`src/mcrc_pkg.sv`:
```
`timescale 1ns / 1ps
`default_nettype none
package mcrc_pkg;

  localparam int unsigned CRC_W     = 32;
  localparam int unsigned BYTE_W    = 8;
  localparam int unsigned CFG_IDX_W = 2;

  // register indexes
  localparam logic [CFG_IDX_W-1:0] REG_POLY = 2'd0;
  localparam logic [CFG_IDX_W-1:0] REG_MASK = 2'd1;
  localparam logic [CFG_IDX_W-1:0] REG_INIT = 2'd2;

  localparam logic [CRC_W-1:0] POLY_RESET = 32'hEDB8_8320;
  localparam logic [CRC_W-1:0] MASK_RESET = 32'hD202_EF8D;
  localparam logic [CRC_W-1:0] INIT_RESET = 32'h0000_0000;

  typedef struct packed {
    logic [BYTE_W-1:0] data_byte;
    logic              first_byte;
    logic              last_byte;
  } in_t;

  typedef struct packed {
    logic [CRC_W-1:0] remainder;
    logic             done_res;
  } out_t;

  typedef struct packed {
    logic [CRC_W-1:0] polynomial;
    logic [CRC_W-1:0] byte_mask;
    logic [CRC_W-1:0] initial_value;
  } cfg_t;

endpackage
`default_nettype wire

```
`src/mcrc_cfg_regs.sv`:
```
`timescale 1ns / 1ps
`default_nettype none
module mcrc_cfg_regs (
  input  wire logic                             clk,
  input  wire logic                             rst,
  input  wire logic                             cfg_we,
  input  wire logic [mcrc_pkg::CFG_IDX_W-1:0]   cfg_index,
  input  wire logic [mcrc_pkg::CRC_W-1:0]       cfg_wdata,
  output mcrc_pkg::cfg_t                        cfg
);

  mcrc_pkg::cfg_t regs;

  always_ff @(posedge clk) begin
    if (rst) begin
      regs.polynomial    <= mcrc_pkg::POLY_RESET;
      regs.byte_mask     <= mcrc_pkg::MASK_RESET;
      regs.initial_value <= mcrc_pkg::INIT_RESET;
    end else if (cfg_we) begin
      case (cfg_index)
        mcrc_pkg::REG_POLY: regs.polynomial    <= cfg_wdata;
        mcrc_pkg::REG_MASK: regs.byte_mask     <= cfg_wdata;
        mcrc_pkg::REG_INIT: regs.initial_value <= cfg_wdata;
        default: ;  // unused index, write dropped
      endcase
    end
  end

  assign cfg = regs;

endmodule
`default_nettype wire

```
`src/mcrc_fold.sv`:
```
`timescale 1ns / 1ps
`default_nettype none
// Unrolled eight-bit reflected fold followed by the mask.
module mcrc_fold (
  input  wire logic [mcrc_pkg::CRC_W-1:0]  rem_in,
  input  wire logic [mcrc_pkg::BYTE_W-1:0] data_byte,
  input  wire logic [mcrc_pkg::CRC_W-1:0]  polynomial,
  input  wire logic [mcrc_pkg::CRC_W-1:0]  byte_mask,
  output logic      [mcrc_pkg::CRC_W-1:0]  rem_out
);

  logic [mcrc_pkg::CRC_W-1:0] r;

  always_comb begin
    r = rem_in ^ {{(mcrc_pkg::CRC_W-mcrc_pkg::BYTE_W){1'b0}}, data_byte};
    for (int k = 0; k < mcrc_pkg::BYTE_W; k++) begin
      r = (r >> 1) ^ (r[0] ? polynomial : '0);
    end
    rem_out = r ^ byte_mask;
  end

endmodule
`default_nettype wire

```
`src/masked_crc32_byte_engine_core.sv`:
```
`timescale 1ns / 1ps
`default_nettype none
// Masked reflected CRC-32 engine, one byte per beat. Each accepted beat carries a data
// byte plus first/last flags; first reloads initial_value before the fold, the byte is
// folded through the reflected polynomial over eight unrolled bit steps, byte_mask is
// XORed in, and the result beat gives the new remainder with done_res echoing last.
// Throughput is one byte per clock while output beats are taken: an input register
// feeds the fold, whose result lands in the output register and the running remainder
// in the same edge, so the remainder loop passes through a single register. A beat
// held in the input register is offered as a result once it moves to the output
// register. Both stages stall only when the output beat is not taken. Registers are
// written through the plain write port (0 polynomial, 1 byte_mask, 2 initial_value,
// other indexes ignored) and should only be changed while no beat is in flight.
module masked_crc32_byte_engine_core (
  input  wire logic                             clk,
  input  wire logic                             rst,
  input  wire logic                             cfg_we,
  input  wire logic [mcrc_pkg::CFG_IDX_W-1:0]   cfg_index,
  input  wire logic [mcrc_pkg::CRC_W-1:0]       cfg_wdata,
  input  wire logic                             in_valid,
  output logic                                  in_ready,
  input  wire mcrc_pkg::in_t                    in_data,
  output logic                                  out_valid,
  input  wire logic                             out_ready,
  output mcrc_pkg::out_t                        out_data
);

  mcrc_pkg::cfg_t cfg;

  // input stage
  logic          in_full;
  mcrc_pkg::in_t in_reg;

  // output stage and running remainder
  logic                        out_full;
  mcrc_pkg::out_t              out_reg;
  logic [mcrc_pkg::CRC_W-1:0]  crc_rem;

  logic [mcrc_pkg::CRC_W-1:0]  fold_base;
  logic [mcrc_pkg::CRC_W-1:0]  fold_res;
  logic                        advance;

  mcrc_cfg_regs u_cfg (
    .clk       (clk),
    .rst       (rst),
    .cfg_we    (cfg_we),
    .cfg_index (cfg_index),
    .cfg_wdata (cfg_wdata),
    .cfg       (cfg)
  );

  // first byte starts from the initial value, otherwise carry on
  assign fold_base = in_reg.first_byte ? cfg.initial_value : crc_rem;

  mcrc_fold u_fold (
    .rem_in     (fold_base),
    .data_byte  (in_reg.data_byte),
    .polynomial (cfg.polynomial),
    .byte_mask  (cfg.byte_mask),
    .rem_out    (fold_res)
  );

  // move the held byte into the output slot when that slot is free or draining
  assign advance  = in_full && (!out_full || out_ready);
  assign in_ready = !in_full || advance;

  always_ff @(posedge clk) begin
    if (rst) begin
      in_full <= 1'b0;
    end else if (in_valid && in_ready) begin
      in_full <= 1'b1;
    end else if (advance) begin
      in_full <= 1'b0;
    end
  end

  always_ff @(posedge clk) begin
    if (in_valid && in_ready) begin
      in_reg <= in_data;
    end
  end

  always_ff @(posedge clk) begin
    if (rst) begin
      out_full <= 1'b0;
      crc_rem  <= mcrc_pkg::INIT_RESET;
    end else begin
      if (advance) begin
        out_full <= 1'b1;
        crc_rem  <= fold_res;
      end else if (out_ready) begin
        out_full <= 1'b0;
      end
    end
  end

  always_ff @(posedge clk) begin
    if (advance) begin
      out_reg.remainder <= fold_res;
      out_reg.done_res  <= in_reg.last_byte;
    end
  end

  assign out_valid = out_full;
  assign out_data  = out_reg;

`ifndef SYNTHESIS
  a_reset_clears: assert property (@(posedge clk)
    rst |=> !out_valid && !in_full && crc_rem == mcrc_pkg::INIT_RESET)
    else $error("reset did not clear pipeline state");

  a_advance_fills_out: assert property (@(posedge clk) disable iff (rst)
    advance |=> out_valid)
    else $error("advanced beat missing at output");

  a_rem_tracks_out: assert property (@(posedge clk) disable iff (rst)
    advance |=> crc_rem == out_data.remainder)
    else $error("running remainder differs from emitted remainder");

  a_stall_only_when_full: assert property (@(posedge clk) disable iff (rst)
    !in_ready |-> in_full && out_full && !out_ready)
    else $error("input stalled without a blocked output");

  a_rem_holds_idle: assert property (@(posedge clk) disable iff (rst)
    !advance |=> $stable(crc_rem))
    else $error("remainder changed without a beat");
`endif

endmodule
`default_nettype wire
```
`config.mk`:
```
export PLATFORM = sky130hd
export DESIGN_NAME = masked_crc32_byte_engine_core
export DESIGN_NICKNAME = d
export VERILOG_FILES = /design/src/mcrc_pkg.sv /design/src/mcrc_cfg_regs.sv /design/src/mcrc_fold.sv /design/src/masked_crc32_byte_engine_core.sv
export SDC_FILE = /design/constraint.sdc
export NUM_CORES = 1
export LEC_CHECK = 0
export BUFFER_PORTS_ARGS = -buffer_cell sky130_fd_sc_hd__buf_4
export CORE_ASPECT_RATIO = 1.25
export CORE_MARGIN = 10
export CORE_UTILIZATION = 45
export DETAILED_ROUTE_END_ITERATION = 7
export PLACE_DENSITY = 0.58
export SYNTH_ARGS = -nofsm -noshare
export SYNTH_HDL_FRONTEND = slang
export SYNTH_SLANG_ARGS = --single-unit
```
`constraint.sdc`:
```
create_clock -name clk -period 6.1 [get_ports clk]
set_input_delay 0.305 -clock clk [delete_from_list [all_inputs] [get_ports clk]]
set_output_delay 0.305 -clock clk [all_outputs]
set_load 0.05 [all_outputs]
```
* Word-level counts from Yosys, hierarchy flattened *
Index checks and enable logic that the tools add are counted.
W data, S select, Z words.

cells by class
  eq/ne operators = 2
  muxes and demuxes = 13
  bitwise logic cells = 10
  reductions and logical operators = 12

operators with widths
  cell                  count
  $mux W32              9
  $xor A31 B32 Y32      8
  $xor A32 B32 Y32      1
  $xor A32 B8 Y32       1
  $reduce_and A2 Y1     3
  $mux W1               4
  $reduce_bool A2 Y1    2
  $eq A2 B1 Y1 const B  1
  $eq A2 B2 Y1 const B  1
  $logic_and A1 B1 Y1   2
  $logic_not A1 Y1      2
  $logic_not A2 Y1      1
  $logic_or A1 B1 Y1    2

storage, ports and cells
  register bits = 173
  input bits = 49
  output and inout port bits = 35
  logic and storage cells = 48

* Logic depth before layout (Yosys ltp) *
  depth after elaboration = 19
  depth in mapped cells = 20

* Modules after synthesis *
Synthesis repeated with hierarchy kept, for this count alone.

unflattened totals
  cell total of the unflattened synthesis = 1389
  area total of the unflattened synthesis = 12246.7 um2

by module, submodules not included
  module                         instances  cells an instance  area each (um2)  seq. area each (um2)
  mcrc_fold                      1          781                5078.6           0.0
  mcrc_cfg_regs                  1          380                3941.3           1921.8
  masked_crc32_byte_engine_core  1          228                3226.8           1971.9

* Least setup slack after synthesis *
No wires, ideal clock.

  kind = register -> register
  from = reg in_reg[1] (netlist bit)
  to = reg out_reg (netlist bit out_data[23]), data pin
  setup time = 264 ps
  arrival time = 4152 ps
  required time = 5836 ps
  path slack = 1684 ps
  stages on the path, launching flop included = 19
  buffers on the path = 4
  clock period less this slack = 4416 ps
  cell sequence = edfxtp_1 -> buf_6 -> mux2i_2 -> xnor2_1 -> buf_2 -> nor3_1 -> or4_4 -> nand2_4 -> xnor3_1 -> mux2i_2 -> and3_1 -> o31a_1 -> or2_1 -> buf_6 -> buf_2 -> and3_1 -> a211oi_1 -> nand2_1 -> xnor2_1

between the ends
  cells in the longest elaborated chain, start to end = 19

RTL lines
  what                         line                                 source
  start, declared              masked_crc32_byte_engine_core.sv:32  mcrc_pkg::in_t in_reg;
  start signal, assigned       masked_crc32_byte_engine_core.sv:79  in_reg <= in_data;
  $mux W32 (*)                 masked_crc32_byte_engine_core.sv:53  assign fold_base = in_reg.first_byte ? cfg.initial_value : crc_rem;
  $xor A32 B8 Y32 (*)          mcrc_fold.sv:15                      r = rem_in ^ {{(mcrc_pkg::CRC_W-mcrc_pkg::BYTE_W){1'b0}}, data_byte};
  $mux W32                     mcrc_fold.sv:17                      r = (r >> 1) ^ (r[0] ? polynomial : '0);
  $xor A31 B32 Y32 (*)         mcrc_fold.sv:17
  $mux W32                     mcrc_fold.sv:17
  $xor A31 B32 Y32 (*)         mcrc_fold.sv:17
  $mux W32                     mcrc_fold.sv:17
  $xor A31 B32 Y32 (*)         mcrc_fold.sv:17
  [... 4 more ...]             -
  $mux W32                     mcrc_fold.sv:17
  $xor A31 B32 Y32 (*)         mcrc_fold.sv:17
  $mux W32                     mcrc_fold.sv:17
  $xor A31 B32 Y32 (*)         mcrc_fold.sv:17
  $mux W32                     mcrc_fold.sv:17
  $xor A31 B32 Y32 (*)         mcrc_fold.sv:17
  $xor A32 B32 Y32 (*)         mcrc_fold.sv:19                      rem_out = r ^ byte_mask;
  named net fold_res, one bit  masked_crc32_byte_engine_core.sv:40  logic [mcrc_pkg::CRC_W-1:0] fold_res;
  end, declared                masked_crc32_byte_engine_core.sv:36  mcrc_pkg::out_t out_reg;

The timed path passes the listed nets; every way through them passes the cells marked *.
A chain may end at the register's enable or synchronous reset.

* Worst setup path in the final report *
  from = reg in_reg[1] (netlist bit)
  to = reg crc_rem[29] (netlist bit)

between the ends
  cells in the longest elaborated chain, start to end = 19

RTL lines
  what                  line                                 source
  $mux W32 (*)          masked_crc32_byte_engine_core.sv:53
  $xor A32 B8 Y32 (*)   mcrc_fold.sv:15
  $mux W32              mcrc_fold.sv:17
  $xor A31 B32 Y32 (*)  mcrc_fold.sv:17
  $mux W32              mcrc_fold.sv:17
  $xor A31 B32 Y32 (*)  mcrc_fold.sv:17
  $mux W32              mcrc_fold.sv:17
  $xor A31 B32 Y32 (*)  mcrc_fold.sv:17
  [... 3 more ...]      -
  $xor A31 B32 Y32 (*)  mcrc_fold.sv:17
  $mux W32              mcrc_fold.sv:17
  $xor A31 B32 Y32 (*)  mcrc_fold.sv:17
  $mux W32              mcrc_fold.sv:17
  $xor A31 B32 Y32 (*)  mcrc_fold.sv:17
  $mux W32              mcrc_fold.sv:17
  $xor A31 B32 Y32 (*)  mcrc_fold.sv:17
  $xor A32 B32 Y32 (*)  mcrc_fold.sv:19
  end signal, assigned  masked_crc32_byte_engine_core.sv:86  crc_rem <= mcrc_pkg::INIT_RESET;
  end signal, assigned  masked_crc32_byte_engine_core.sv:90  crc_rem <= fold_res;
  end, declared         masked_crc32_byte_engine_core.sv:37  logic [mcrc_pkg::CRC_W-1:0] crc_rem;

Mark *: on every way between the ends. The rest lies on a longest branch, timed or not.

==> results_dict.tcl <==
set metrics [dict create \
    outcome "finished clean" \
    synthArstFlopShare 0 \
    p_leak_nw 4.995 \
    wl_per_cell_um 19.92 \
    cts_tree "built" \
    io_pins 84 \
    path_clk_slew_ps 80 \
    post_cts_buffers 0 \
    nets 1636 \
    synth_edf_count 43 \
    setup_tns_ps 0 \
    grt_pass1_vias 10460 \
    relSlewSlack 0.2153 \
    rsz0062_at_grt "no" \
    antenna_found_initial 0 \
    vias_per_cell 5.692 \
    clock_latency_ps 460 \
    die_x_um 168.7 \
    largest_register_ffs 96 \
    internal-power_w 0.003168 \
    grt.total_usage 0.2213 \
    wl_um 38840 \
    powerDensity_nw_per_um2 410.8 \
    cts_made_buffers 17 \
    synth_area_um2 12440 \
    worstPathMaxFanout 26 \
    htreeDepth 4 \
    cts_root_buf "clkbuf_16" \
    grt_max_degree 86 \
    endpoint_kind "flop" \
    drv_cap 0 \
    die_y_um 205.9 \
    path_class "reg2reg" \
    drtIter0Drc 854 \
    yosysMostFrequentCell "nand2_1" \
    p_total_w 0.005683 \
    synth_fp_nets 1644 \
    sw_frac_of_total 0.4425 \
    numPortBuffers 83 \
    coreArea_um2 27400 \
    setup_ws_ps 675.7 \
    synth_top_area_cell "dfxtp_1" \
    syn_area_per_cell_um2 7.797 \
    post-route-drc-count 0 \
    seqPwrFrac 0.280 \
    layout_worst_path_cycle_share 0.8892 \
    final-max-slew-violation-count 0 \
    syn_inst 1595 \
    cts_max_path_buffers 2 \
    skew_ps 10.84 \
    rows 68 \
    place_ws_ps 670.8 \
    yosysUniqueCellTypes 77 \
    worstMarginPinSlew_ps 1173 \
    period_needed_ps 5424 \
    route.vias.total 11099 \
    place_congestion 0.8915 \
    dp_hpwl_um 26340 \
    n_antenna_cell 0 \
    dieArea_um2 34730 \
    grt_pass1_wl_um 61120 \
    fmax_mhz 184.4 \
    pwr-share-comb 0.528 \
    ant_nets 0 \
    hold_buffers 0 \
    setup_viol 0 \
    grt_overflow_total 0 \
    initial_utilization 0.4539 \
    ys_seq_area_frac 0.3131 \
    syn_to_final_growth_pct 11.23 \
    hold_viol 0 \
    synthTopCellsByArea "dfxtp_1 (21%), xnor2_1 (15%), nand2_1 (13%)" \
    peakVddDrop_mv 0.2121 \
    p_switching_w 0.002514 \
    synthFlopType "dfxtp_1" \
    post_cts_resize_count 0 \
    hold_ws_ps 26.75 \
    synth-seq-cells 173 \
    arrival_ps 5790 \
    hold_class "in2reg" \
    cp-start-kind "flop" \
    clock-sinks 173 \
    drive_above_1_share 0.1244 \
    power_frac_clock 0.193 \
    dr.pass1.iters 5 \
    yosys.area.top_type_share 0.2093 \
    synth_warnings 0 \
    synth_common_cells "nand2_1 (426), xnor2_1 (211), dfxtp_1 (130)" \
    worstPathRequired_ps 6470 \
]
[area by class of cell]
class	count	area (um^2)
clock buffers	17	425.4
clock inverters	15	151.4
inverters	24	90.09
multi-input cells	1252	7926
well taps	350	437.9
repair buffers	119	905.9
flip-flops and latches	173	3895
fillers	2751	13560
[power by group through the flow]
| stage | registers (W) | clock network [W] | logic (W) |
|---|---|---|---|
| 2_1_floorplan | 0.00180 | 0 | 0.00204 |
| 3_3_place_gp | 0.00162 | 0 | 0.00296 |
| 3_5_place_dp | 0.00162 | 0 | 0.00299 |
| 4_1_cts | 0.00159 | 0.00111 | 0.00300 |
| 5_1_grt | 0.00161 | 0.00115 | 0.00325 |
| 6_report | 0.00159 | 0.00109 | 0.00300 |
[stage by stage]
| stage | instance area [um^2] | utilization | cells |
|---|---|---|---|
| floorplan | 12440 | - | 1595 |
| global placement | 13260 | 0.4838 | 1918 |
| detailed placement | 13260 | 0.4838 | 1918 |
| CTS | 13830 | 0.5049 | 1950 |
| global route | 13830 | 0.5049 | 1950 |
| finish | 13830 | 0.5049 | 1950 |
[worst paths after layout]
path,startpoint,endpoint,slack [ps],cells after the start
max,in_reg[1]$_DFFE_PP_,crc_rem[29]$_SDFFE_PP0P_,680,15
min,in_data[0],in_reg[0]$_DFFE_PP_,30,1
max reg2reg,in_reg[1]$_DFFE_PP_,crc_rem[29]$_SDFFE_PP0P_,680,15
min reg2reg,in_reg[0]$_DFFE_PP_,out_data[0]$_DFFE_PP_,420,0
[cells by family after synthesis]
kind of cell	synth area share
and+or+nand+nor	0.2574
AOI/OAI and AO/OA	0.1450
xor gates and xnor gates	0.1837
DFF	0.3131
buffers and inverters	0.05453
muxes	0.04628
[worst max-delay path: stages, from the launching register on]
cell and delay, ps:
edfxtp_1 510, mux2i_4 280, xnor2_1 700, nand3_1 300, and4_1 330, a2111oi_0 390, a311oi_1 100, buf_4 170
and3_1 160, o31a_1 350, or2_1 270, nor3_4 890, buf_4 340, a22oi_1 130, a21o_1 210, a311oi_1 230
[cells in the final DEF (no fill, tap or decap), types with 20 or more instances in the layout]
cell type	count
nor4b_1	20
nand3b_1	40
buf_4	118
nand3_1	28
xor2_1	36
xnor2_1	207
mux2i_1	32
a21oi_1	103
inv_1	23
edfxtp_1	43
and3_1	23
o22ai_1	22
nor2_1	54
nor4_1	24
nand2_1	426
o211ai_1	31
dfxtp_1	129
[metal layers]
metal	track usage	wire length [um]	up-vias
li1	-	-	5440
met3	0.03215	1714	76
met5	0	0	-
met4	0.1012	1550	0
met1	0.2686	16390	5275
met2	0.3787	19190	308
Power figures use the tool's default switching activity.
